--- config.mk ---
export PLATFORM = sky130hd
export DESIGN_NAME = rmq_front
export DESIGN_NICKNAME = d
export VERILOG_FILES = /design/src/hw/rtl/rmq_pkg.sv /design/src/hw/rtl/rmq_front.sv
export SDC_FILE = /design/constraint.sdc
export NUM_CORES = 1
export LEC_CHECK = 0
export BUFFER_PORTS_ARGS = -buffer_cell sky130_fd_sc_hd__buf_2
export CAP_MARGIN = 40
export CORE_MARGIN = 5
export CORE_UTILIZATION = 35
export CTS_CLUSTER_SIZE = 12
export DETAILED_ROUTE_END_ITERATION = 6
export PLACE_DENSITY = 0.65
export SETUP_SLACK_MARGIN = 0.15
export SLEW_MARGIN = 25
export SYNTH_ARGS = -nofsm -noshare
export SYNTH_HDL_FRONTEND = slang
export SYNTH_SLANG_ARGS = --single-unit
--- constraint.sdc ---
create_clock -name clk -period 1.2 [get_ports clk]
set_input_delay 0 -clock clk [delete_from_list [all_inputs] [get_ports clk]]
set_output_delay 0 -clock clk [all_outputs]
set_load 0.005 [all_outputs]
--- src/hw/rtl/rmq_pkg.sv ---
// ----------------------------------------------------------------------------
// rmq_pkg: shared types and constants for the rotation matrix to quaternion unit
// Holds the fixed-point format, the derived datapath widths, the branch code and
// the item that travels from the front end to the back end.
// ----------------------------------------------------------------------------
package rmq_pkg;

	localparam int FRAC_BITS = 14;
	localparam int M_W       = 16;
	localparam int T_W       = M_W + 2;
	localparam int MAG_W     = M_W + 1;
	localparam int ARG_W     = ((FRAC_BITS > 17) ? FRAC_BITS : 17) + 1;
	localparam int N_W       = ARG_W + FRAC_BITS + ((ARG_W + FRAC_BITS) % 2);
	localparam int R_W       = N_W / 2;
	localparam int Q_BITS    = M_W + 1;
	localparam int NUM_W     = MAG_W + FRAC_BITS + 1;
	localparam int D_W       = R_W + 1;
	localparam int CMP_W     = (NUM_W > D_W + Q_BITS) ? NUM_W : D_W + Q_BITS;
	localparam int Q_DEPTH   = 2;
	localparam int PIPE_LAT  = R_W + Q_BITS + 5;

	localparam logic signed [M_W-1:0] SAT_MAX = {1'b0, {(M_W-1){1'b1}}};
	localparam logic signed [M_W-1:0] SAT_MIN = {1'b1, {(M_W-1){1'b0}}};

	typedef enum logic [1:0] {
		BR_X = 2'd0,
		BR_Y = 2'd1,
		BR_Z = 2'd2,
		BR_W = 2'd3
	} branch_t;

	typedef struct packed {
		branch_t                 br;
		logic [ARG_W-1:0]        arg;
		logic [2:0][T_W-1:0]     lane;
	} item_t;

	// Saturate a signed quotient given as sign, overflow flag and magnitude.
	function automatic logic [M_W-1:0] sat_quot(input logic neg, input logic ovf,
			input logic [Q_BITS-1:0] q);
		logic [Q_BITS-1:0] lim_pos;
		logic [Q_BITS-1:0] lim_neg;
		logic [Q_BITS-1:0] negq;
		lim_pos = Q_BITS'(SAT_MAX);
		lim_neg = lim_pos + Q_BITS'(1);
		negq    = ~q + Q_BITS'(1);
		if (!neg) begin
			sat_quot = (ovf || q > lim_pos) ? SAT_MAX : q[M_W-1:0];
		end else begin
			sat_quot = (ovf || q > lim_neg) ? SAT_MIN : negq[M_W-1:0];
		end
	endfunction

endpackage

--- src/hw/rtl/rmq_front.sv ---
// ----------------------------------------------------------------------------
// rmq_front: branch selection and term formation
// Picks the trace or diagonal branch, forms the clamped square-root argument
// and the three sum or difference terms, and registers the classified item.
// ----------------------------------------------------------------------------
module rmq_front (
	input  logic                       clk,
	input  logic                       arst_n,
	input  logic                       take,
	input  logic signed [rmq_pkg::M_W-1:0] m00, m01, m02, m10, m11, m12, m20, m21, m22,
	output logic                       item_valid_s1,
	output rmq_pkg::item_t             item_s1
);
	import rmq_pkg::*;

	localparam int S_W = ARG_W + 1;

	logic signed [S_W-1:0] one, e00, e11, e22, a_tr, a_sel;
	logic signed [T_W-1:0] x01, x02, x10, x12, x20, x21;
	item_t item_d;

	always_comb begin
		one = S_W'(1) <<< FRAC_BITS;
		e00 = S_W'(m00);
		e11 = S_W'(m11);
		e22 = S_W'(m22);
		x01 = T_W'(m01);
		x02 = T_W'(m02);
		x10 = T_W'(m10);
		x12 = T_W'(m12);
		x20 = T_W'(m20);
		x21 = T_W'(m21);
		a_tr = one + e00 + e11 + e22;
		priority if (a_tr > 0) begin
			item_d.br = BR_W;
			a_sel     = a_tr;
			item_d.lane[0] = x21 - x12;
			item_d.lane[1] = x02 - x20;
			item_d.lane[2] = x10 - x01;
		end else if (m00 > m11 && m00 > m22) begin
			item_d.br = BR_X;
			a_sel     = one + e00 - e11 - e22;
			item_d.lane[0] = x01 + x10;
			item_d.lane[1] = x02 + x20;
			item_d.lane[2] = x21 - x12;
		end else if (m11 > m22) begin
			item_d.br = BR_Y;
			a_sel     = one - e00 + e11 - e22;
			item_d.lane[0] = x01 + x10;
			item_d.lane[1] = x12 + x21;
			item_d.lane[2] = x02 - x20;
		end else begin
			item_d.br = BR_Z;
			a_sel     = one - e00 - e11 + e22;
			item_d.lane[0] = x02 + x20;
			item_d.lane[1] = x12 + x21;
			item_d.lane[2] = x10 - x01;
		end
		// An argument at or below zero is clamped to one LSB.
		item_d.arg = (a_sel > 0) ? a_sel[ARG_W-1:0] : ARG_W'(1);
	end

	always_ff @(posedge clk or negedge arst_n) begin
		if (!arst_n) begin
			item_valid_s1 <= 1'b0;
		end else begin
			item_valid_s1 <= take;
		end
	end

	always_ff @(posedge clk) begin
		item_s1 <= item_d;
	end

endmodule

* Word level (Yosys, flattened, before mapping) *
Cells that the tools add are included.

storage, ports and cells
  flip-flop bits (word level) = 75
  bits in latches = 0
  memory bits (writable) = 0
  memory bits (read-only) = 0
  bits of input ports = 147
  output and inout bits = 75
  memories = 0

cells by class
  add/subtract/negate cells = 16
  $mul = 0
  divide/modulo/power cells = 0
  order comparisons = 5
  eq/ne operators = 0
  shifts and indexed selects = 0
  multiplexer cells = 8
  bitwise gates (word level) = 0
  reductions and logical operators = 1

operators with widths
  cell                      number
  $mux W54                  3
  $mux W19                  3
  $add A16 B16 Y17          3
  $sub A16 B16 Y17          3
  $gt A16 B16 Y1            3
  $add A18 B16 Y19          2
  $gt A19 B1 Y1 const B     2
  $sub A18 B16 Y19          2
  $add A17 B16 Y18          2
  $sub A17 B16 Y18          2
  $add A16 B16 Y17 const A  1
  $sub A16 B16 Y17 const A  1
  $mux W2                   2
  $logic_and A1 B1 Y1       1

* Longest topological paths before layout *
Gate-level depths: netlist of run 1.

  depth in word-level cells = 7
  depth in mapped cells = 21
  mapped depth without buffers = 20

* Worst setup path before layout of run 1 *
Ideal clock, no wire load.

  path type = input to register
  from = in m00[0] (netlist bit)
  to = reg item_s1[58] (netlist bit)
  arrival = 4154 ps
  data required time = 1140 ps
  path slack = -3014 ps
  cell stages on the path = 19
  buffers on the path = 2
  cells stage by stage = inv_1 -> ha_1 -> inv_1 -> or4_1 -> nor3_1 -> xnor2_1 -> fa_1 -> ha_1 -> clkbuf_1 -> nand3_1 -> a211oi_1 -> o311a_1 -> nor3_1 -> a211oi_1 -> a211oi_1 -> a21oi_1 -> clkbuf_1 -> o2111ai_1 -> nand2_1

on the way
  cells in the longest elaborated chain, start to end = 7
  elaborated cells on any way between the ends = 18
  those cells by class = add/sub (10); order compare (4); mux (3); reduce/logical (1)

ends and longest elaborated chain
  what                                                                      RTL line         source
  start, declared                                                           rmq_front.sv:10  input logic signed [rmq_pkg::M_W-1:0] m00, m01, m02, m10, m11, m12, m20, m21, m22,
  parallel branches: the longest is 5 deep, another holds $add A18 B16 Y19  n/a
  $mux W19 *                                                                rmq_front.sv:34  priority if (a_tr > 0) begin
  $gt A19 B1 Y1                                                             rmq_front.sv:60  item_d.arg = (a_sel > 0) ? a_sel[ARG_W-1:0] : ARG_W'(1);
  end signal, assigned                                                      rmq_front.sv:72  item_s1 <= item_d;
  end, declared                                                             rmq_front.sv:12  output rmq_pkg::item_t item_s1

Mark *: on every way between the ends.
A chain may end at the register's enable or synchronous reset.

* Final worst setup path of run 1 *
  from = in m00[1] (netlist bit)
  to = reg item_s1[54] (netlist bit)

The elaborated chain is that of the path after synthesis.

==> results.ini, run 1 <==
[status]
run_status = complete, but fails checks
violations = negative setup slack

[place]
placed_cells = 3068
dpl.hpwl_um = 47100
place_congestion = 0.968
io_buffers = 221

[floorplan]
die_h_um = 208
io_pins = 222
start_util_pct = 35.4
die_w_um = 208
die_area_um2 = 43200
rows = 72
coreArea_um2 = 38600

[synth]
ys_seq_elements = 72
syn_area_per_cell_um2 = 7.90
ys_types = 84
synthFlopType = dfxtp_1
synth_edf_count = 0
yosys_warnings = 0
synth_fp_nets = 2189
synthArstFlopShare_pct = 1.39
ys_seq_area_share_pct = 10.6
syn-cell-area_um2 = 13700
syn_inst = 1732

[final_layout]
num-fill-cells = 3600
layout_common_cells = 652 x buf_4, 231 x ha_1, 219 x buf_2
instances_no_fill = 3119
nets = 3054
final_common_cell = buf_4
area_growth_pct = 57.0
antenna_cells = 0
drive_above_1_share_pct = 39.6

[timing]
drv_slew = 0
fin_crit_sh_pct = 321
max_clock_freq_mhz = 259
max_slew_margin_pct = 56.7
rsz0062_at_grt = true
final.setup.tns_ps = -173820
setup_viol_count_final = 71
worst_slack_ps = -2650
worst_pin_slew_ps = 634
finalCriticalPeriod_ps = 3850
hold_violations = 0

[power_and_ir_drop]
p_clk_share_pct = 10.6
p_int_mw = 15.8
irDropWorstVdd_mv = 0.655
power.switching_mw = 12.0
power.leakage_nw = 10.8
p_total_mw = 27.7
power_frac_comb_pct = 74.8
swShare_pct = 43.2
p_per_area_nw_per_um2 = 1290
power_frac_seq_pct = 14.6

[routing]
ant_nets = 0
wl_um = 54600
num_vias = 15800
first_pass_iters = 6
post_drt_wl_per_cell_um = 17.5
drc_errors = 0
drtIter0Drc = 955
viasPerCell = 5.08

[clock_tree]
cts.path.max_buffers = 2
clkSlewWorstSetupHoldPaths_ps = 60
clock_sinks = 72
cts_tree = built
htree_levels = 3
clock-root-buffer = clkbuf_16
cts_buffers = 9

[critical_path]
crit_path_start = m00[1]
crit_required_ps = 1470
crit_fanout = 3
startpoint_type = input port
worstSetupPathType = in -> reg
critPathArrivalTime_ps = 4120
worstSetupEndpointType = register

[hold_path]
hp-start = m10[0]
hold_path_class = in -> reg

[global_route]
overflow = 0
grt_first_pass_wirelength_um = 85000
antenna_found_initial = 5
grt_pass1_vias = 15900
grt_max_degree = 46
grt_usage_pct = 24.2

[run]
cap_violations = 0

## power groups by stage
stage	clock [mW]	sequential (mW)	combinational [mW]
floorplan	0	3.89	9.36
global placement	0	4.11	18.5
detailed placement	0	4.09	18.8
CTS	2.93	4.04	19.9
global route	3.06	4.09	22.4
finish	2.93	4.04	20.8
## registers in the layout, indices dropped and copies added (netlist names)
signal / cells
item_s1: 71
item_valid_s1: 1
## logic make-up (layout without fill, tap and decap cells)
| logic type | Yosys count | in the layout | share of synthesized area (%) |
|---|---|---|---|
| compound gates | 499 | 499 | 23.9 |
| simple gates | 476 | 476 | 17.0 |
| fa+ha+maj | 310 | 310 | 32.4 |
| buf+inv | 225 | 1094 | 6.42 |
| xor+xnor | 139 | 139 | 8.89 |
| flops | 72 | 72 | 10.6 |
| mux | 11 | 11 | 0.804 |
## layout make-up
class | instances | area, um^2 | area share [%]
clock inverter | 5 | 81.3 | 0.378
inverter | 173 | 664 | 3.09
timing repair buffer | 906 | 6520 | 30.4
sequential | 72 | 1450 | 6.73
multi-input combinational | 1435 | 11900 | 55.4
clock buffer | 10 | 229 | 1.07
tap | 518 | 648 | 3.02
## synth_stat cells, types with 5 or more instances
library cell | number | area [um^2]
o2111ai_1 | 9 | 78.8
o21bai_1 | 21 | 158
clkbuf_1 | 31 | 116
ha_1 | 235 | 2940
o21ai_0 | 96 | 480
o22ai_1 | 15 | 93.8
xor2_1 | 34 | 298
nor2_1 | 136 | 510
and3_1 | 18 | 113
xnor2_1 | 105 | 920
a211o_1 | 5 | 43.8
inv_1 | 173 | 649
o32ai_1 | 5 | 43.8
a21o_1 | 28 | 210
a211oi_1 | 26 | 195
nand2_1 | 117 | 439
nand3b_1 | 6 | 45.0
o21a_1 | 15 | 113
nor4_1 | 14 | 87.6
o31a_1 | 5 | 43.8
mux2i_1 | 11 | 110
nor3_1 | 45 | 225
a221oi_1 | 10 | 87.6
nand4_1 | 9 | 56.3
a21oi_1 | 133 | 666
nor2b_1 | 38 | 238
o21ai_1 | 7 | 35.0
nor3b_1 | 5 | 37.5
o211ai_1 | 17 | 128
a31oi_1 | 18 | 113
fa_1 | 75 | 1500
dfxtp_1 | 71 | 1420
a22oi_1 | 10 | 75.1
o31ai_1 | 13 | 97.6
nand2b_1 | 11 | 68.8
o41ai_1 | 8 | 70.1
or3_1 | 13 | 81.3
buf_2 | 13 | 65.1
nand3_1 | 36 | 180
a31o_2 | 5 | 43.8
## final timing paths
| kind | end | slack (ps) | cells past startpoint |
|---|---|---|---|
| max in group asynchronous | item_valid_s1$_DFF_PN0_ | 610 | 3 |
| min in group asynchronous | item_valid_s1$_DFF_PN0_ | 490 | 3 |
| hold / removal | item_s1[36]$_DFF_P_ | 100 | 4 |
| setup / recovery | item_s1[54]$_SDFF_PP1_ | -2650 | 20 |
## layer usage
layer	vias up	part of all wire, %	track usage (%)
li1	7844	-	-
met1	7474	47	33.9
met2	427	46	40.3
met3	86	4.8	2.22
met4	8	2.7	5.69
met5	-	0.093	0
## through the flow
| step | setup WS (ps) | utilization, % | cell area (um^2) | hold slack, ps |
|---|---|---|---|---|
| 2_1_floorplan | -2600 | - | 14000 | -296 |
| 3_3_place_gp | -3000 | 52.7 | 20400 | -225 |
| 3_5_place_dp | -3150 | 52.7 | 20400 | -223 |
| 4_1_cts | -2610 | 54.8 | 21200 | 83.6 |
| 5_1_grt | -2840 | 55.6 | 21500 | 112 |
| 6_report | -2650 | 55.6 | 21500 | 100 |
## critical path: stages
cell and delay [ps]:
buf_8 100, clkinvlp_4 80, ha_4 170, inv_4 40
or4_4 520, nor3_4 210, xnor2_2 150, fa_1 500
ha_4 290, o21a_1 170, o2111ai_2 120, a211oi_2 230
o2111ai_2 160, a31oi_1 230, nor2_1 80, xnor2_1 120
mux2i_1 250, a2bb2oi_1 120, o41a_1 340, o31ai_2 230
## repair_timing
item,CTS,global route
setup buffers,19,10
hold buffers,3,0
pin swaps,32,17
cloned,2,2
hold endpoints to repair,2,0
setup endpoints to repair,71,71
resized for setup,61,41
Power figures use the tool's default switching activity.
==> inputs of run 2 (changes only) <==
- RECOVER_POWER: not set -> 25
- SLEW_MARGIN: 25 -> not set
- clock period: 1.2 -> 3.95 ns (I/O delays scaled with it)
==> results.ini, run 2 (synthesis gave the netlist of run 1 again) <==
[final_layout]
finalInstanceArea_um2 = 17800  ; was 21,500 um^2
ff_latch_area_um2 = 1450  ; unchanged
drive_above_1_share_pct = 24.8  ; was 39.6%
num-fill-cells = 3856  ; was 3,600
layout_common_cells = 232 x ha_1, 232 x buf_4, 202 x buf_2  ; was 652 x buf_4, 231 x ha_1, 219 x buf_2
multi_input_comb_area_um2 = 11700  ; was 11,900 um^2
area_growth_pct = 29.9  ; was 57.0%
reg_top3 = item_s1: 71 flops, item_valid_s1: 1 flops  ; unchanged
nets = 2614  ; was 3,054
regMostFlops = item_s1  ; unchanged
largest_register_ff_count = 71  ; unchanged

[global_route]
grt_usage_pct = 22.4  ; was 24.2%
grt_pass1_vias = 13800  ; was 15,900
grt_first_pass_wirelength_um = 77800  ; was 85,000 um
antenna_found_initial = 4  ; was 5
grt_max_degree = 47  ; was 46
overflow = 0  ; unchanged

[floorplan]
start_util_pct = 35.4  ; unchanged
die_w_um = 208  ; unchanged
io_pins = 222  ; unchanged
coreArea_um2 = 38600  ; unchanged
rows = 72  ; unchanged
die_area_um2 = 43200  ; unchanged
die_h_um = 208  ; unchanged

[routing]
num_vias = 14200  ; was 15,800
post_drt_wl_per_cell_um = 19.0  ; was 17.5 um
viasPerCell = 5.31  ; was 5.08
drtIter0Drc = 1061  ; was 955
wl_um = 50800  ; was 54,600 um
ant_nets = 0  ; unchanged
first_pass_iters = 5  ; was 6
drc_errors = 0  ; unchanged

[timing]
holdWs_ps = 87.7  ; was 100 ps
hold_violations = 0  ; unchanged
worst_pin_slew_ps = 806  ; was 634 ps
finalCriticalPeriod_ps = 3870
max_slew_margin_pct = 45.6  ; was 56.7%
setup_viol_count_final = 0  ; was 71
max_clock_freq_mhz = 259
fin_crit_sh_pct = 97.9
drv_slew = 0  ; unchanged
rsz0062_at_grt = true  ; unchanged

[clock_tree]
clock_sinks = 72  ; unchanged
cts.path.max_buffers = 2  ; unchanged
cts_buffers = 9  ; unchanged
htree_levels = 3  ; unchanged
clock-root-buffer = clkbuf_16  ; unchanged
cts_tree = built  ; unchanged
clkSlewWorstSetupHoldPaths_ps = 60  ; about the same

[power_and_ir_drop]
p_total_mw = 7.09  ; was 27.7 mW
power.leakage_nw = 8.47  ; was 10.8 nW
p_per_area_nw_per_um2 = 399  ; was 1290 nW/um^2
irDropWorstVdd_mv = 0.212  ; was 0.655 mV

[critical_path]
crit_family = simple AND/OR/NAND/NOR gates  ; was compound AO/OA/AOI/OAI gates
slowest_delay_ps = 520  ; about the same
critPathSlowestCell = or4_4  ; unchanged
cp_cell_sequence = buf_6 > clkinvlp_4 > ha_4 > inv_4 > or4_4 > nor2_1 > xnor2_1 > fa_1 > ha_1 > a21o_1 > a21o_1 > a21o_1 > a31oi_1 > o31ai_1 > xor2_1 > nor3_1 > a221oi_2 > nor4_2 > o22ai_1 > o31ai_2  ; was buf_8 > clkinvlp_4 > ha_4 > inv_4 > or4_4 > nor3_4 > xnor2_2 > fa_1 > ha_4 > o21a_1 > o2111ai_2 > a211oi_2 > o2111ai_2 > a31oi_1 > nor2_1 > xnor2_1 > mux2i_1 > a2bb2oi_1 > o41a_1 > o31ai_2
crit_fanout = 3  ; unchanged
critPathBufInv = 3  ; unchanged
crit_required_ps = 4220  ; was 1470 ps
crit_top_cell = a21o_1
critPathArrivalTime_ps = 4130  ; was 4120 ps
worstSetupPathType = in -> reg  ; unchanged
worstSetupEndpointType = register  ; unchanged
startpoint_type = input port  ; unchanged

[hold_path]
hold_path_class = in -> reg  ; unchanged

[run]
cap_violations = 0  ; unchanged

[place]
io_buffers = 221  ; unchanged
place_congestion = 0.931  ; was 0.968
dpl.hpwl_um = 44100  ; was 47,100 um
post_dp_cell_area_um2 = 17100  ; was 20,400 um^2

[status]
run_status = completed  ; was complete, but fails checks

-- run 2: cell count changes in the layout (fill, tap and decap cells not counted), sizes merged --
cell	change
clkinv	+1
clkinvlp	+2
buf	-457
bufinv	-2
clkbuf	+17
diode	+2
-- run 2: stage by stage --
| stage | utilization (%) | TNS, ps | cells | setup slack, ps |
|---|---|---|---|---|
| 5_1_grt | 46.0 | -1250 | 2682 | -138 |
| 3_3_place_gp | 44.2 | -10100 | 2650 | -375 |
| 4_1_cts | 45.1 | 0 | 2671 | 115 |
| 2_1_floorplan | - | 0 | 1732 | 127 |
| 6_report | 46.0 | 0 | 2682 | 83.8 |
| 3_5_place_dp | 44.2 | -21500 | 2650 | -442 |
-- run 2: cell type report --
type,instances,area share (%)
Multi-Input combinational cell,1435,65.8
Clock buffer,10,1.29
Timing Repair Buffer,466,17.2
Sequential cell,72,8.13
Inverter,173,3.71
Tap cell,518,3.64
Clock inverter,6,0.253
Antenna cell,2,0.0281
-- run 2: layer usage --
layer	vias to the layer above	routed length, um	global-route usage, %
li1	6969	-	-
met1	6736	24600	32.8
met2	461	22700	36.1
met3	59	2460	2.16
met4	4	1070	4.37
met5	-	21	0
-- run 2: path summary, 6_finish.rpt --
path                       startpoint                       to  cells after the start
max                            m00[0]   item_s1[54]$_SDFF_PP1_                     20
min                            m01[0]      item_s1[36]$_DFF_P_                      3
max in group asynchronous      arst_n  item_valid_s1$_DFF_PN0_                      3
min in group asynchronous      arst_n  item_valid_s1$_DFF_PN0_                      3
-- run 2: tightest hold or removal path: stages --
cell	delay (ps)
buf_2	120
ha_1	180
o21ai_0	90
-- run 2: timing repair --
item,in CTS,in global routing
setup endpoints to repair,68,71
setup buffers,2,7
hold buffers,3,0
hold endpoints to repair,2,0
cloned,0,2
pin swaps,9,20
gates resized for setup,8,60
-- run 2: power by group --
| part | switching, mW | internal (mW) | leakage (nW) | total [mW] |
|---|---|---|---|---|
| Sequential | 0.194 | 1.05 | 0.610 | 1.24 |
| Clock | 0.337 | 0.427 | 0.125 | 0.764 |
| Combinational | 2.80 | 2.29 | 7.74 | 5.08 |
