--- src/hw/rtl/rmq_pkg.sv ---
// ----------------------------------------------------------------------------
// rmq_pkg: shared types and constants for the rotation matrix to quaternion unit
// Holds the fixed-point format, the derived datapath widths, the branch code and
// the item that travels from the front end to the back end.
// ----------------------------------------------------------------------------
package rmq_pkg;

	localparam int FRAC_BITS = 14;
	localparam int M_W       = 16;
	localparam int T_W       = M_W + 2;
	localparam int MAG_W     = M_W + 1;
	localparam int ARG_W     = ((FRAC_BITS > 17) ? FRAC_BITS : 17) + 1;
	localparam int N_W       = ARG_W + FRAC_BITS + ((ARG_W + FRAC_BITS) % 2);
	localparam int R_W       = N_W / 2;
	localparam int Q_BITS    = M_W + 1;
	localparam int NUM_W     = MAG_W + FRAC_BITS + 1;
	localparam int D_W       = R_W + 1;
	localparam int CMP_W     = (NUM_W > D_W + Q_BITS) ? NUM_W : D_W + Q_BITS;
	localparam int Q_DEPTH   = 2;
	localparam int PIPE_LAT  = R_W + Q_BITS + 5;

	localparam logic signed [M_W-1:0] SAT_MAX = {1'b0, {(M_W-1){1'b1}}};
	localparam logic signed [M_W-1:0] SAT_MIN = {1'b1, {(M_W-1){1'b0}}};

	typedef enum logic [1:0] {
		BR_X = 2'd0,
		BR_Y = 2'd1,
		BR_Z = 2'd2,
		BR_W = 2'd3
	} branch_t;

	typedef struct packed {
		branch_t                 br;
		logic [ARG_W-1:0]        arg;
		logic [2:0][T_W-1:0]     lane;
	} item_t;

	// Saturate a signed quotient given as sign, overflow flag and magnitude.
	function automatic logic [M_W-1:0] sat_quot(input logic neg, input logic ovf,
			input logic [Q_BITS-1:0] q);
		logic [Q_BITS-1:0] lim_pos;
		logic [Q_BITS-1:0] lim_neg;
		logic [Q_BITS-1:0] negq;
		lim_pos = Q_BITS'(SAT_MAX);
		lim_neg = lim_pos + Q_BITS'(1);
		negq    = ~q + Q_BITS'(1);
		if (!neg) begin
			sat_quot = (ovf || q > lim_pos) ? SAT_MAX : q[M_W-1:0];
		end else begin
			sat_quot = (ovf || q > lim_neg) ? SAT_MIN : negq[M_W-1:0];
		end
	endfunction

endpackage

--- src/hw/rtl/rmq_queue.sv ---
// ----------------------------------------------------------------------------
// rmq_queue: short queue between front end and back end
// A two-entry first-in first-out store of classified items.
// ----------------------------------------------------------------------------
module rmq_queue (
	input  logic            clk,
	input  logic            arst_n,
	input  logic            push,
	input  rmq_pkg::item_t  push_item,
	input  logic            pop,
	output logic            empty,
	output logic            full,
	output rmq_pkg::item_t  head
);
	import rmq_pkg::*;

	localparam int P_W = $clog2(Q_DEPTH);

	item_t               mem_q [Q_DEPTH];
	logic [P_W-1:0]      wr_ptr_q, rd_ptr_q;
	logic [P_W:0]        count_q;

	assign empty = (count_q == '0);
	assign full  = (count_q == (P_W+1)'(Q_DEPTH));
	assign head  = mem_q[rd_ptr_q];

	always_ff @(posedge clk or negedge arst_n) begin
		if (!arst_n) begin
			wr_ptr_q <= '0;
			rd_ptr_q <= '0;
			count_q  <= '0;
		end else begin
			if (push) begin
				wr_ptr_q <= (wr_ptr_q == P_W'(Q_DEPTH - 1)) ? '0 : wr_ptr_q + P_W'(1);
			end
			if (pop) begin
				rd_ptr_q <= (rd_ptr_q == P_W'(Q_DEPTH - 1)) ? '0 : rd_ptr_q + P_W'(1);
			end
			unique case ({push, pop})
				2'b10:   count_q <= count_q + (P_W+1)'(1);
				2'b01:   count_q <= count_q - (P_W+1)'(1);
				default: count_q <= count_q;
			endcase
		end
	end

	always_ff @(posedge clk) begin
		if (push) begin
			mem_q[wr_ptr_q] <= push_item;
		end
	end

endmodule

--- config.mk ---
export PLATFORM = sky130hd
export DESIGN_NAME = rmq_queue
export DESIGN_NICKNAME = d
export VERILOG_FILES = /design/src/hw/rtl/rmq_pkg.sv /design/src/hw/rtl/rmq_queue.sv
export SDC_FILE = /design/constraint.sdc
export NUM_CORES = 1
export LEC_CHECK = 0
export ABC_AREA = 1
export BUFFER_PORTS_ARGS = -buffer_cell sky130_fd_sc_hd__buf_2
export CAP_MARGIN = 15
export CORE_ASPECT_RATIO = 0.8
export CORE_MARGIN = 3
export CORE_UTILIZATION = 47
export DETAILED_ROUTE_END_ITERATION = 7
export PLACE_DENSITY = 0.76
export SLEW_MARGIN = 40
export SYNTH_ARGS = -nofsm -noshare
export SYNTH_HDL_FRONTEND = slang
export SYNTH_SLANG_ARGS = --single-unit
--- constraint.sdc ---
create_clock -name clk -period 3.8 [get_ports clk]
set_input_delay 0.19 -clock clk [delete_from_list [all_inputs] [get_ports clk]]
set_output_delay 0.19 -clock clk [all_outputs]
set_load 0.005 [all_outputs]
Word-level counts from Yosys, hierarchy flattened. Memory sizes are Yosys's and may differ from the RTL's. Cells that the tools add are included.

Register bits: 4. RAM bits: 148. Input port bits: 78. Output and inout bits: 76. Word-level logic and storage cells: 18. Memories: 1.

Memories: mem_q (depth 2, width 74, read ports 1, clocked after Yosys merged registers in 0, write ports 1, RTL line rmq_queue.sv:19) `item_t mem_q [Q_DEPTH];`.

Add/subtract/negate cells: 4. Equal/unequal tests: 3. Mux-type cells: 5. Reduce and logical (&&, ||, !) cells: 2.

Operators with widths (count): == test 2 bit, second input constant (2); 2-to-1 mux 1 bit (4); one-hot mux 2 bit (2 select lines) (1); adder 1 bit, second input constant (2); adder 2 x 1 -> 2 bit, second input constant (1); == test 2 x 1 -> 1 bit, second input constant (1); logical NOT 2 bit (1); nonzero test 2 bit (1); subtractor 2 x 1 -> 2 bit, second input constant (1).

Depth between registers and ports, before layout. Gate-level depths: netlist of run 1.

Depth after elaboration: 2. Gate-level depth with buffers: 7. Gate-level depth less buffers: 7.

Worst setup path before layout of run 1. Ideal clock, no wire load.

Path type: flip-flop to flip-flop. Start point: reg wr_ptr_q. End point: mem mem_q[0][0] (netlist name) (enable). Library setup time: 0.509 ns. Arrival: 3.500 ns. Required time: 3.291 ns. Slack: -0.208 ns. Cell stages (with the launch flop): 2. Buffers on the path: 0. Period minus slack after synthesis: 4.008 ns. Path through: dfrtp_1 > nor2_1.

RTL lines: from (decl) (RTL line rmq_queue.sv:20) `logic [P_W-1:0] wr_ptr_q, rd_ptr_q;`; from (signal assigned) (RTL line rmq_queue.sv:34) `wr_ptr_q <= (wr_ptr_q == P_W'(Q_DEPTH - 1)) ? '0 : wr_ptr_q + P_W'(1);`; to (decl) (RTL line rmq_queue.sv:19).

Straight into the memory's write port.

==> impl_metrics.ini, run 1 <==
[final_layout]
area_growth_syn_to_fin_pct = 40.0
nets = 726
final_layout_size_suffix_gt1_share_pct = 28.2
nFillCells = 817
num_antenna_cells = 0
stdcell_area_um2 = 7940
final_cells = 805

[status]
outcome = complete, no violations

[routing]
detail_route.iter0.violations = 212
drt_first_pass_iters = 4
drt-total-wl_um = 11900
routed_wirelength_normalized_by_instance_count_um = 14.8
drcViolationCount = 0
vias_per_cell = 4.63
drtAntennaViolNets = 0
vias_after_detailed_routing = 3727

[sta]
max_freq_mhz = 480
skew_ns = 0.00522
timing_worst_slew_pin_value_ns = 0.703
final-setup-viol-count = 0
finalSetupTns_ns = 0
rsz0062_at_grt = false
hold_viol_final = 0
timing.final.max_slew_violations = 0
finalCritPeriodShare_pct = 54.8
final.min_clock_period_ns = 2.08
max_transition_margin_pct = 53.1

[power_and_ir_drop]
power_per_cell_area_nw_per_um2 = 677
finalPower_uw = 5370
p_clk_share_pct = 31.0
power_switching_share_pct = 28.3
power.switching_uw = 1520
comb_power_share_pct = 24.5
cellInternalPower_uw = 3850
seq_power_share_pct = 44.5
power.ir.vdd_worst_mv = 0.776
power.leakage_uw = 0.00340

[floorplanning]
initial_core_util_pct = 48.7
die_outline_height_um = 104
standard_cell_rows = 35
ioPinCount = 154
floorplan_die_area_um2 = 13400
fp.coreArea_um2 = 11600
die_w_um = 129

[yosys]
synth_nets = 489
post_synthesis_cell_type_count = 14
synth.avg_cell_area_um2 = 13.8
synth_seq_area_share_pct = 80.1
postSynthRegisterBits = 152
synth_warnings = 0
post_synth_instance_area_um2 = 5670
syn_inst = 410

[worst_setup_path]
crit_path_max_fanout = 71
timing.critical_path.to_type = primary output
required_ns = 3.61
crit_path_start_kind = flop
critical_path_arrival_ns = 1.89
critPathKind = flop to primary output

[cts]
cts-root-buf = sky130_fd_sc_hd__clkbuf_16
clk_latency_ns = 0.40
tritoncts = yes
post_cts_repair_setup_buffers = 0
cts_resized = 0
path_clk_slew_ns = 0.05
cts-hold-fix-buffers = 77
number_of_buffers_between_clock_root_and_the_deepest_sink = 2
clock_sink_count = 152
cts-buffers-inserted = 17
htreeDepth = 4

[global_route]
maximum_number_of_pins_on_one_net_before_global_route_repair = 75
total_global_route_track_usage_pct = 18.3
grt-ovfl-total = 0
grt_pass1_wl_um = 18600
via_count_of_the_first_global_routing_pass = 3782
number_of_antenna_violations_at_the_first_check_in_global_routing = 0

[place]
place.gp.congestion = 0.770
port_bufs = 153
dpl_cell_area_um2 = 6580
post-place-cells = 699
hpwlAfterDp_um = 6850

[hold_path]
worst_hold_path_type = input pin to async pin

[run]
maxcap_viol_count = 0
## cells in the mapped netlist
| cell type | instances | area share [%] |
|---|---|---|
| sky130_fd_sc_hd__buf_2 | 3 | 0.26 |
| sky130_fd_sc_hd__nor2_1 | 3 | 0.20 |
| sky130_fd_sc_hd__nand3_1 | 1 | 0.088 |
| sky130_fd_sc_hd__o21ai_0 | 74 | 6.5 |
| sky130_fd_sc_hd__inv_1 | 80 | 5.3 |
| sky130_fd_sc_hd__clkbuf_1 | 3 | 0.20 |
| sky130_fd_sc_hd__nand2_1 | 79 | 5.2 |
| sky130_fd_sc_hd__buf_4 | 10 | 1.3 |
| sky130_fd_sc_hd__nand4_1 | 1 | 0.11 |
| sky130_fd_sc_hd__dfrtp_1 | 4 | 1.8 |
| sky130_fd_sc_hd__edfxtp_1 | 148 | 78 |
| sky130_fd_sc_hd__xor2_1 | 2 | 0.31 |
| sky130_fd_sc_hd__ha_1 | 1 | 0.22 |
| sky130_fd_sc_hd__xnor2_1 | 1 | 0.15 |
## through the flow
stage	worst slack [ns]	hold WS [ns]	utilization, %
after floorplan	1.03	-0.106	-
after global placement	1.86	-0.000512	56.3
after detailed placement	1.85	0.000787	56.5
after CTS	1.72	0.0947	68.2
after global routing	1.60	0.103	68.2
final	1.72	0.107	68.2
## path summary, 6_finish.rpt
check,start,to,slack [ns],depth (start not counted)
max,rd_ptr_q,head[41],1.72,3
min,arst_n,wr_ptr_q,0.11,2
max reg2reg,wr_ptr_q,mem_q[1][26],1.89,3
min reg2reg,count_q[1],count_q[1],0.51,2
max in group asynchronous,arst_n,rd_ptr_q,3.56,2
min in group clk,push_item[51],mem_q[1][51],0.51,2
## area by class of cell
cell class                      instances  area (µm²)  area share [%]
Timing Repair Buffer                  234        1580            19.9
Multi-Input combinational cell        162         736            9.26
Clock inverter                         10         155            1.95
Sequential cell                       152        4550            57.3
Inverter                               80         302            3.80
Clock buffer                           19         433            5.45
Tap cell                              148         185            2.33
## worst max-delay path: stages (launching register included)
cell	delay (ns)
sky130_fd_sc_hd__dfrtp_4	0.67
sky130_fd_sc_hd__buf_12	0.28
sky130_fd_sc_hd__o21ai_0	0.33
sky130_fd_sc_hd__buf_2	0.18
## layout by cell type, fill, tap and decap left out
master,count
sky130_fd_sc_hd__buf_12,1
sky130_fd_sc_hd__buf_2,153
sky130_fd_sc_hd__buf_4,2
sky130_fd_sc_hd__buf_6,1
sky130_fd_sc_hd__bufinv_16,4
sky130_fd_sc_hd__clkbuf_1,2
sky130_fd_sc_hd__clkbuf_16,17
sky130_fd_sc_hd__clkinv_1,2
sky130_fd_sc_hd__clkinv_2,2
sky130_fd_sc_hd__clkinvlp_4,3
sky130_fd_sc_hd__dfrtp_1,3
sky130_fd_sc_hd__dfrtp_4,1
sky130_fd_sc_hd__dlygate4sd3_1,77
sky130_fd_sc_hd__edfxtp_1,148
sky130_fd_sc_hd__ha_1,1
sky130_fd_sc_hd__inv_1,79
sky130_fd_sc_hd__nand2_1,79
sky130_fd_sc_hd__nand3_1,1
sky130_fd_sc_hd__nand4_1,1
sky130_fd_sc_hd__nor2_1,2
sky130_fd_sc_hd__nor2_4,1
sky130_fd_sc_hd__o21ai_0,74
sky130_fd_sc_hd__xnor2_1,1
sky130_fd_sc_hd__xor2_1,2
## power by group through the flow
stage	Combinational [µW]	Sequential (µW)	Clock [µW]
finish	1310	2390	1670
floorplan	740	2350	0
detailed placement	1250	2420	0
global route	1480	2430	1780
global placement	1110	2490	0
CTS	1320	2390	1700
## per-layer routing
| layer | up-vias | global-route usage (%) | wire, µm |
|---|---|---|---|
| li1 | 1851 | - | - |
| met1 | 1742 | 20.8 | 4820 |
| met2 | 115 | 31.9 | 6260 |
| met3 | 19 | 6.47 | 630 |
| met4 | 0 | 6.22 | 190 |
| met5 | - | 0 | 0 |
## kinds of logic after synthesis
family,after synthesis,share of synthesized area (%)
buffers and inverters,96,7.08
flip-flops,152,80.1
XOR/XNOR,3,0.463
AO/OA/AOI/OAI,74,6.53
adder cells (fa/ha/maj),1,0.220
AND/OR/NAND/NOR,84,5.62
## registers in the layout (all words and copies together), names as in the netlist
| signal | cells |
|---|---|
| rd_ptr_q | 1 |
| count_q | 2 |
| mem_q | 148 |
| wr_ptr_q | 1 |
(Power assumes the default switching activity.)
==> run 2, diff against run 1 <==
Settings changed: CORE_UTILIZATION 47 to 52, PLACE_DENSITY 0.76 to 0.79.
Clock period 3.8 ns to 2.16 ns, I/O delays scaled along.
==> run 2 against run 1 <==
Wire length shrank 3.4%. Largest power group unchanged. Critical path type unchanged. Worst hold slack got worse by 0.041 ns. Clock power increased by 65%. Clock-buffer cell count is the same. Critical endpoint is now head[19].
==> impl_metrics.ini, run 2 (synthesis gave the netlist of run 1 again) <==
[status]
outcome = complete, no violations

[routing]
routed_wirelength_normalized_by_instance_count_um = 14.4
detail_route.iter0.violations = 409
drcViolationCount = 0
drtAntennaViolNets = 0
drt-total-wl_um = 11500
vias_after_detailed_routing = 3715
drt_first_pass_iters = 5
vias_per_cell = 4.64

[sta]
timing_worst_slew_pin_value_ns = 0.566
skew_ns = 0.00578
hold_viol_final = 0
rsz0062_at_grt = false
finalSetupTns_ns = 0
finalCritPeriodShare_pct = 86.3
timing.hold.ws_ns = 0.0668
final-setup-viol-count = 0
max_freq_mhz = 536
timing.final.max_slew_violations = 0
final.min_clock_period_ns = 1.86
max_transition_margin_pct = 62.3

[power_and_ir_drop]
power_per_cell_area_nw_per_um2 = 1170
power.leakage_uw = 0.00340
power.ir.vdd_worst_mv = 0.734

[worst_setup_path]
critical-path-slowest-cell = sky130_fd_sc_hd__buf_4
critical_path.reg2reg.startpoint = wr_ptr_q
critical_path_arrival_ns = 1.76
crit_path_max_incr_delay_ns = 0.47
worstReg2RegEnd = mem_q[1][60]
timing.critical_path.to_type = primary output
timing.critical_path.cells = buf_4 > o21ai_0 > buf_2
critical_path.n_buffers_inverters = 2
critPathKind = flop to primary output
setup.worst_path.start = rd_ptr_q
crit_path_start_kind = flop
crit_path_max_fanout = 69
required_ns = 2.05
crit_family = buffers and inverters
r2r_slack_ns = 0.78
worst_r2r_path_depth = 3

[final_layout]
num_antenna_cells = 0
nets = 727
top_regs = mem_q (148), count_q (2)
layout_common_cells = sky130_fd_sc_hd__buf_2, sky130_fd_sc_hd__edfxtp_1, sky130_fd_sc_hd__inv_1, sky130_fd_sc_hd__nand2_1, sky130_fd_sc_hd__dlygate4sd3_1
max_flop_register = mem_q
most_frequent_standard_cell_in_the_layout_excluding_fill_and_tap_cells = sky130_fd_sc_hd__buf_2
final_layout_size_suffix_gt1_share_pct = 28.7
largest_reg_flops = 148
final_core_utilization_pct = 75.9
area_growth_syn_to_fin_pct = 39.7

[cts]
clock_sink_count = 152
htreeDepth = 4
clk_latency_ns = 0.41
cts-root-buf = sky130_fd_sc_hd__clkbuf_16
cts-buffers-inserted = 17
post_cts_repair_setup_buffers = 0
tritoncts = yes
path_clk_slew_ns = 0.06
number_of_buffers_between_clock_root_and_the_deepest_sink = 2

[global_route]
grt_pass1_wl_um = 18100
maximum_number_of_pins_on_one_net_before_global_route_repair = 81
via_count_of_the_first_global_routing_pass = 3771
total_global_route_track_usage_pct = 20.0
grt-ovfl-total = 0
number_of_antenna_violations_at_the_first_check_in_global_routing = 0

[run]
maxcap_viol_count = 0

[floorplanning]
standard_cell_rows = 33
die_w_um = 123
initial_core_util_pct = 54.3
floorplan_die_area_um2 = 12200
fp.coreArea_um2 = 10400
die_outline_height_um = 99.4
ioPinCount = 154

[hold_path]
worst_hold_path_type = input pin to async pin

[place]
port_bufs = 153
hpwlAfterDp_um = 6890
place.gp.congestion = 0.755
==> run 2: cell count changes in the layout (fill, tap and decap cells not counted), moves of 2 or more <==
cell                         change
sky130_fd_sc_hd__clkinvlp_4      +2
sky130_fd_sc_hd__clkinv_2        +2
sky130_fd_sc_hd__bufinv_16       -2
sky130_fd_sc_hd__clkinv_4        +2
==> run 2: worst reg2reg max path, delay by kind of cell (launching register included) <==
kind / cells / cell delay [ns]
and+or+nand+nor: 1 / 0.11
buffers and inverters: 2 / 0.42
DFF: 1 / 0.42
==> run 2: final cells by class <==
cell class	instances	area (µm²)
clock inverters	13	131
well taps	140	175
multi-input cells	162	736
inverters	80	304
fillers	632	2520
repair buffers	235	1600
clock buffers	19	433
flip-flops and latches	152	4550
==> run 2: how the worst max path moves through the flow <==
stage | end | slack (ns) | cells after the start
after floorplan | mem_q[1][0] | 0.18 | 2
after global placement | head[19] | 0.79 | 3
after detailed placement | head[19] | 0.75 | 3
after CTS | head[19] | 0.28 | 3
after global routing | head[19] | 0.15 | 3
final | head[19] | 0.30 | 3
==> run 2: stage by stage <==
step                setup slack [ns]  power (µW)  std cells  cell area (µm²)
floorplan                      0.179        5420        410             5690
global route                   0.152        9860        801             7930
finish                         0.295        9290        801             7930
global placement               0.787        6400        692             6590
CTS                            0.284        9400        801             7930
detailed placement             0.748        6490        692             6590
==> run 2: what timing repair did <==
item                      CTS  global route
gates resized for setup     0             0
hold endpoints to repair  154             0
hold buffers               77             0
==> run 2: power breakdown <==
group,internal (µW),switching [µW]
registers,3920,166
clock network,1690,1070
logic,972,1470
total,6580,2710
==> run 2: per-layer routing <==
metal / global-route usage [%] / wire (µm) / up-vias
li1: - / - / 1854
met2: 34.5 / 5910 / 140
met3: 5.40 / 780 / 16
met1: 23.1 / 4620 / 1705
met5: 0 / 0 / -
met4: 9.55 / 184 / 0
==> run 3, diff against run 2 <==
Settings changed: ABC_AREA 1 to 0, REMOVE_ABC_BUFFERS from default to 1.
==> run 3 against run 2 <==
Sequential cell count stayed put. Wire length increased by 3.7%. Clock power up 9.1%. Highest routed layer unchanged. Via count fell by 14%. Critical path type unchanged. Clock-buffer cell count unchanged. Worst setup slack got worse by 0.19 ns.
==> impl_metrics.ini, run 3 <==
[status]
outcome = complete, no violations

[cts]
cts-root-buf = sky130_fd_sc_hd__clkbuf_16
clk_latency_ns = 0.41
path_clk_slew_ns = 0.06
number_of_buffers_between_clock_root_and_the_deepest_sink = 2
tritoncts = yes
cts-buffers-inserted = 17
clock_sink_count = 152
htreeDepth = 4

[yosys]
synth_seq_area_share_pct = 79.4
netlist_top_cells_count = sky130_fd_sc_hd__edfxtp_1, sky130_fd_sc_hd__mux2_4, sky130_fd_sc_hd__mux2_2, sky130_fd_sc_hd__buf_6, sky130_fd_sc_hd__dfrtp_1
synth-main-ff-cell = sky130_fd_sc_hd__edfxtp_1
post_synthesis_cell_type_count = 13
ys_async_sr_fraction_pct = 2.63
synth.area.top_cells = sky130_fd_sc_hd__edfxtp_1, sky130_fd_sc_hd__mux2_4, sky130_fd_sc_hd__mux2_2
postSynthRegisterBits = 152
yosysTopAreaCellShare_pct = 77.6
synth.avg_cell_area_um2 = 23.3
post-synth-top-area-cell = sky130_fd_sc_hd__edfxtp_1
yosys.cell_count.top_type = sky130_fd_sc_hd__edfxtp_1
synth_warnings = 0
synth_edf_count = 148
syn_inst = 246
post_synth_instance_area_um2 = 5730

[worst_setup_path]
endpoint = head[64]
worstReg2RegEnd = mem_q[1][20]
required_ns = 2.05
timing.critical_path.to_type = primary output
timing.critical_path.cells = buf_4 > mux2_2 > buf_2
worst_r2r_path_depth = 2
critPathKind = flop to primary output
setup.worst_path.start = rd_ptr_q
critical_path_arrival_ns = 1.94
crit_path_max_incr_delay_ns = 0.71
crit_path_start_kind = flop
critical_path.reg2reg.startpoint = wr_ptr_q
r2r_slack_ns = 0.70
critical-path-slowest-cell = sky130_fd_sc_hd__dfrtp_4
crit_path_max_fanout = 24

[sta]
timing_worst_slew_pin_value_ns = 0.450
final.min_clock_period_ns = 2.05
finalCritPeriodShare_pct = 95.0
hold_viol_final = 0
final-setup-viol-count = 0
timing.final.max_slew_violations = 0
skew_ns = 0.0102
max_freq_mhz = 487
rsz0062_at_grt = false
max_transition_margin_pct = 70.0

[power_and_ir_drop]
p_clk_share_pct = 30.2
cellInternalPower_uw = 7320
power.leakage_uw = 0.00324
power.switching_uw = 2630
power_switching_share_pct = 26.5
power_per_cell_area_nw_per_um2 = 1230
finalPower_uw = 9950
seq_power_share_pct = 42.3
comb_power_share_pct = 27.4
power.ir.vdd_worst_mv = 0.983

[final_layout]
most_frequent_standard_cell_in_the_layout_excluding_fill_and_tap_cells = sky130_fd_sc_hd__buf_2
layout_common_cells = sky130_fd_sc_hd__buf_2, sky130_fd_sc_hd__edfxtp_1, sky130_fd_sc_hd__dlygate4sd3_1
nets = 572
area_growth_syn_to_fin_pct = 40.9
final_layout_size_suffix_gt1_share_pct = 52.4
final_core_utilization_pct = 77.0
largest_reg_flops = 148
num_antenna_cells = 0
final_cells = 646
top_regs = mem_q (148), count_q (2)
max_flop_register = mem_q

[global_route]
maximum_number_of_pins_on_one_net_before_global_route_repair = 67
grt_pass1_wl_um = 18500
grt-ovfl-total = 0
number_of_antenna_violations_at_the_first_check_in_global_routing = 0
total_global_route_track_usage_pct = 20.4
via_count_of_the_first_global_routing_pass = 3582

[routing]
drtAntennaViolNets = 0
drt_first_pass_iters = 6
vias_after_detailed_routing = 3192
routed_wirelength_normalized_by_instance_count_um = 18.5
vias_per_cell = 4.94
detail_route.iter0.violations = 214
drcViolationCount = 0
drt-total-wl_um = 11900

[floorplanning]
die_outline_height_um = 99.9
fp.coreArea_um2 = 10500
standard_cell_rows = 33
initial_core_util_pct = 54.6
ioPinCount = 154
floorplan_die_area_um2 = 12300
die_w_um = 123

[place]
place.gp.congestion = 0.793
port_bufs = 153
hpwlAfterDp_um = 6540
post-place-cells = 537

[hold_path]
worst_hold_path_type = input pin to async pin

[run]
maxcap_viol_count = 0
run 3: cell types whose count changed after synthesis, moves of 3 or more:
cell and delta:
sky130_fd_sc_hd__mux2_2 +24, sky130_fd_sc_hd__o21ai_0 -74, sky130_fd_sc_hd__mux2_4 +50, sky130_fd_sc_hd__clkbuf_1 -3, sky130_fd_sc_hd__nand2_1 -79, sky130_fd_sc_hd__inv_1 -79, sky130_fd_sc_hd__buf_6 +6, sky130_fd_sc_hd__buf_4 -10
run 3: how the worst min path moves through the flow:
stage,slack [ns],from,cells past startpoint,endpoint
floorplan,-0.19,arst_n,0,count_q[0]
global placement,-0.08,arst_n,1,count_q[1]
detailed placement,-0.08,arst_n,1,count_q[0]
CTS,0.02,arst_n,2,count_q[0]
global route,0.04,arst_n,2,count_q[1]
finish,0.04,arst_n,2,count_q[1]
run 3: repair_timing:
item | in CTS | in global routing
endpoints found under the hold margin | 154 | 0
resized for setup | 0 | 0
hold buffers | 77 | 0
setup endpoints to repair | 0 | 0
buffers inserted | 0 | 0
run 3: critical path: cells and delay by family (launching register included):
| kind | cells | cell delay (ns) |
|---|---|---|
| buffers and inverters | 2 | 0.44 |
| flip-flops | 1 | 0.71 |
| multiplexers | 1 | 0.37 |
run 3: metal layers:
layer,wire [µm],global-route usage [%],share of wire (%),vias up
li1,-,-,-,1478
met1,4750,23.8,40,1556
met2,6190,35.3,52,142
met3,852,7.04,7.1,16
met4,123,6.89,1.0,0
met5,0,0,0,-
run 3: cell type report:
class                      instances  area, µm²
sequential                       152       4550
tap                              140        175
inverter                           1       3.75
fill                             590       2420
multi-input combinational         85       1110
clock inverter                    13        169
clock buffer                      19        433
timing repair buffer             236       1630
run 3: logic make-up after synthesis:
kind of cell               after synthesis  share of synthesized area [%]
adders and majority gates                1                          0.218
muxes                                   74                           17.8
DFF                                    152                           79.4
xor gates and xnor gates                 5                          0.765
and+or+nand+nor                          5                          0.415
buffers and inverters                    9                           1.42
run 3: power groups by stage:
stage	Combinational (µW)	Clock, µW	Sequential [µW]
CTS	2740	3030	4220
global placement	2560	0	4230
floorplan	1500	0	4380
finish	2730	3010	4210
detailed placement	2600	0	4260
global route	2950	3180	4280
run 3: per-stage QoR:
stage | area [µm²] | TNS (ns) | hold slack (ns) | setup WS (ns)
6_report | 8070 | 0 | 0.0428 | 0.109
5_1_grt | 8070 | 0 | 0.0377 | 0.0238
4_1_cts | 8070 | 0 | 0.0195 | 0.108
3_5_place_dp | 6700 | 0 | -0.0783 | 0.559
3_3_place_gp | 6700 | 0 | -0.0811 | 0.578
2_1_floorplan | 5650 | -224.92 | -0.188 | -1.84
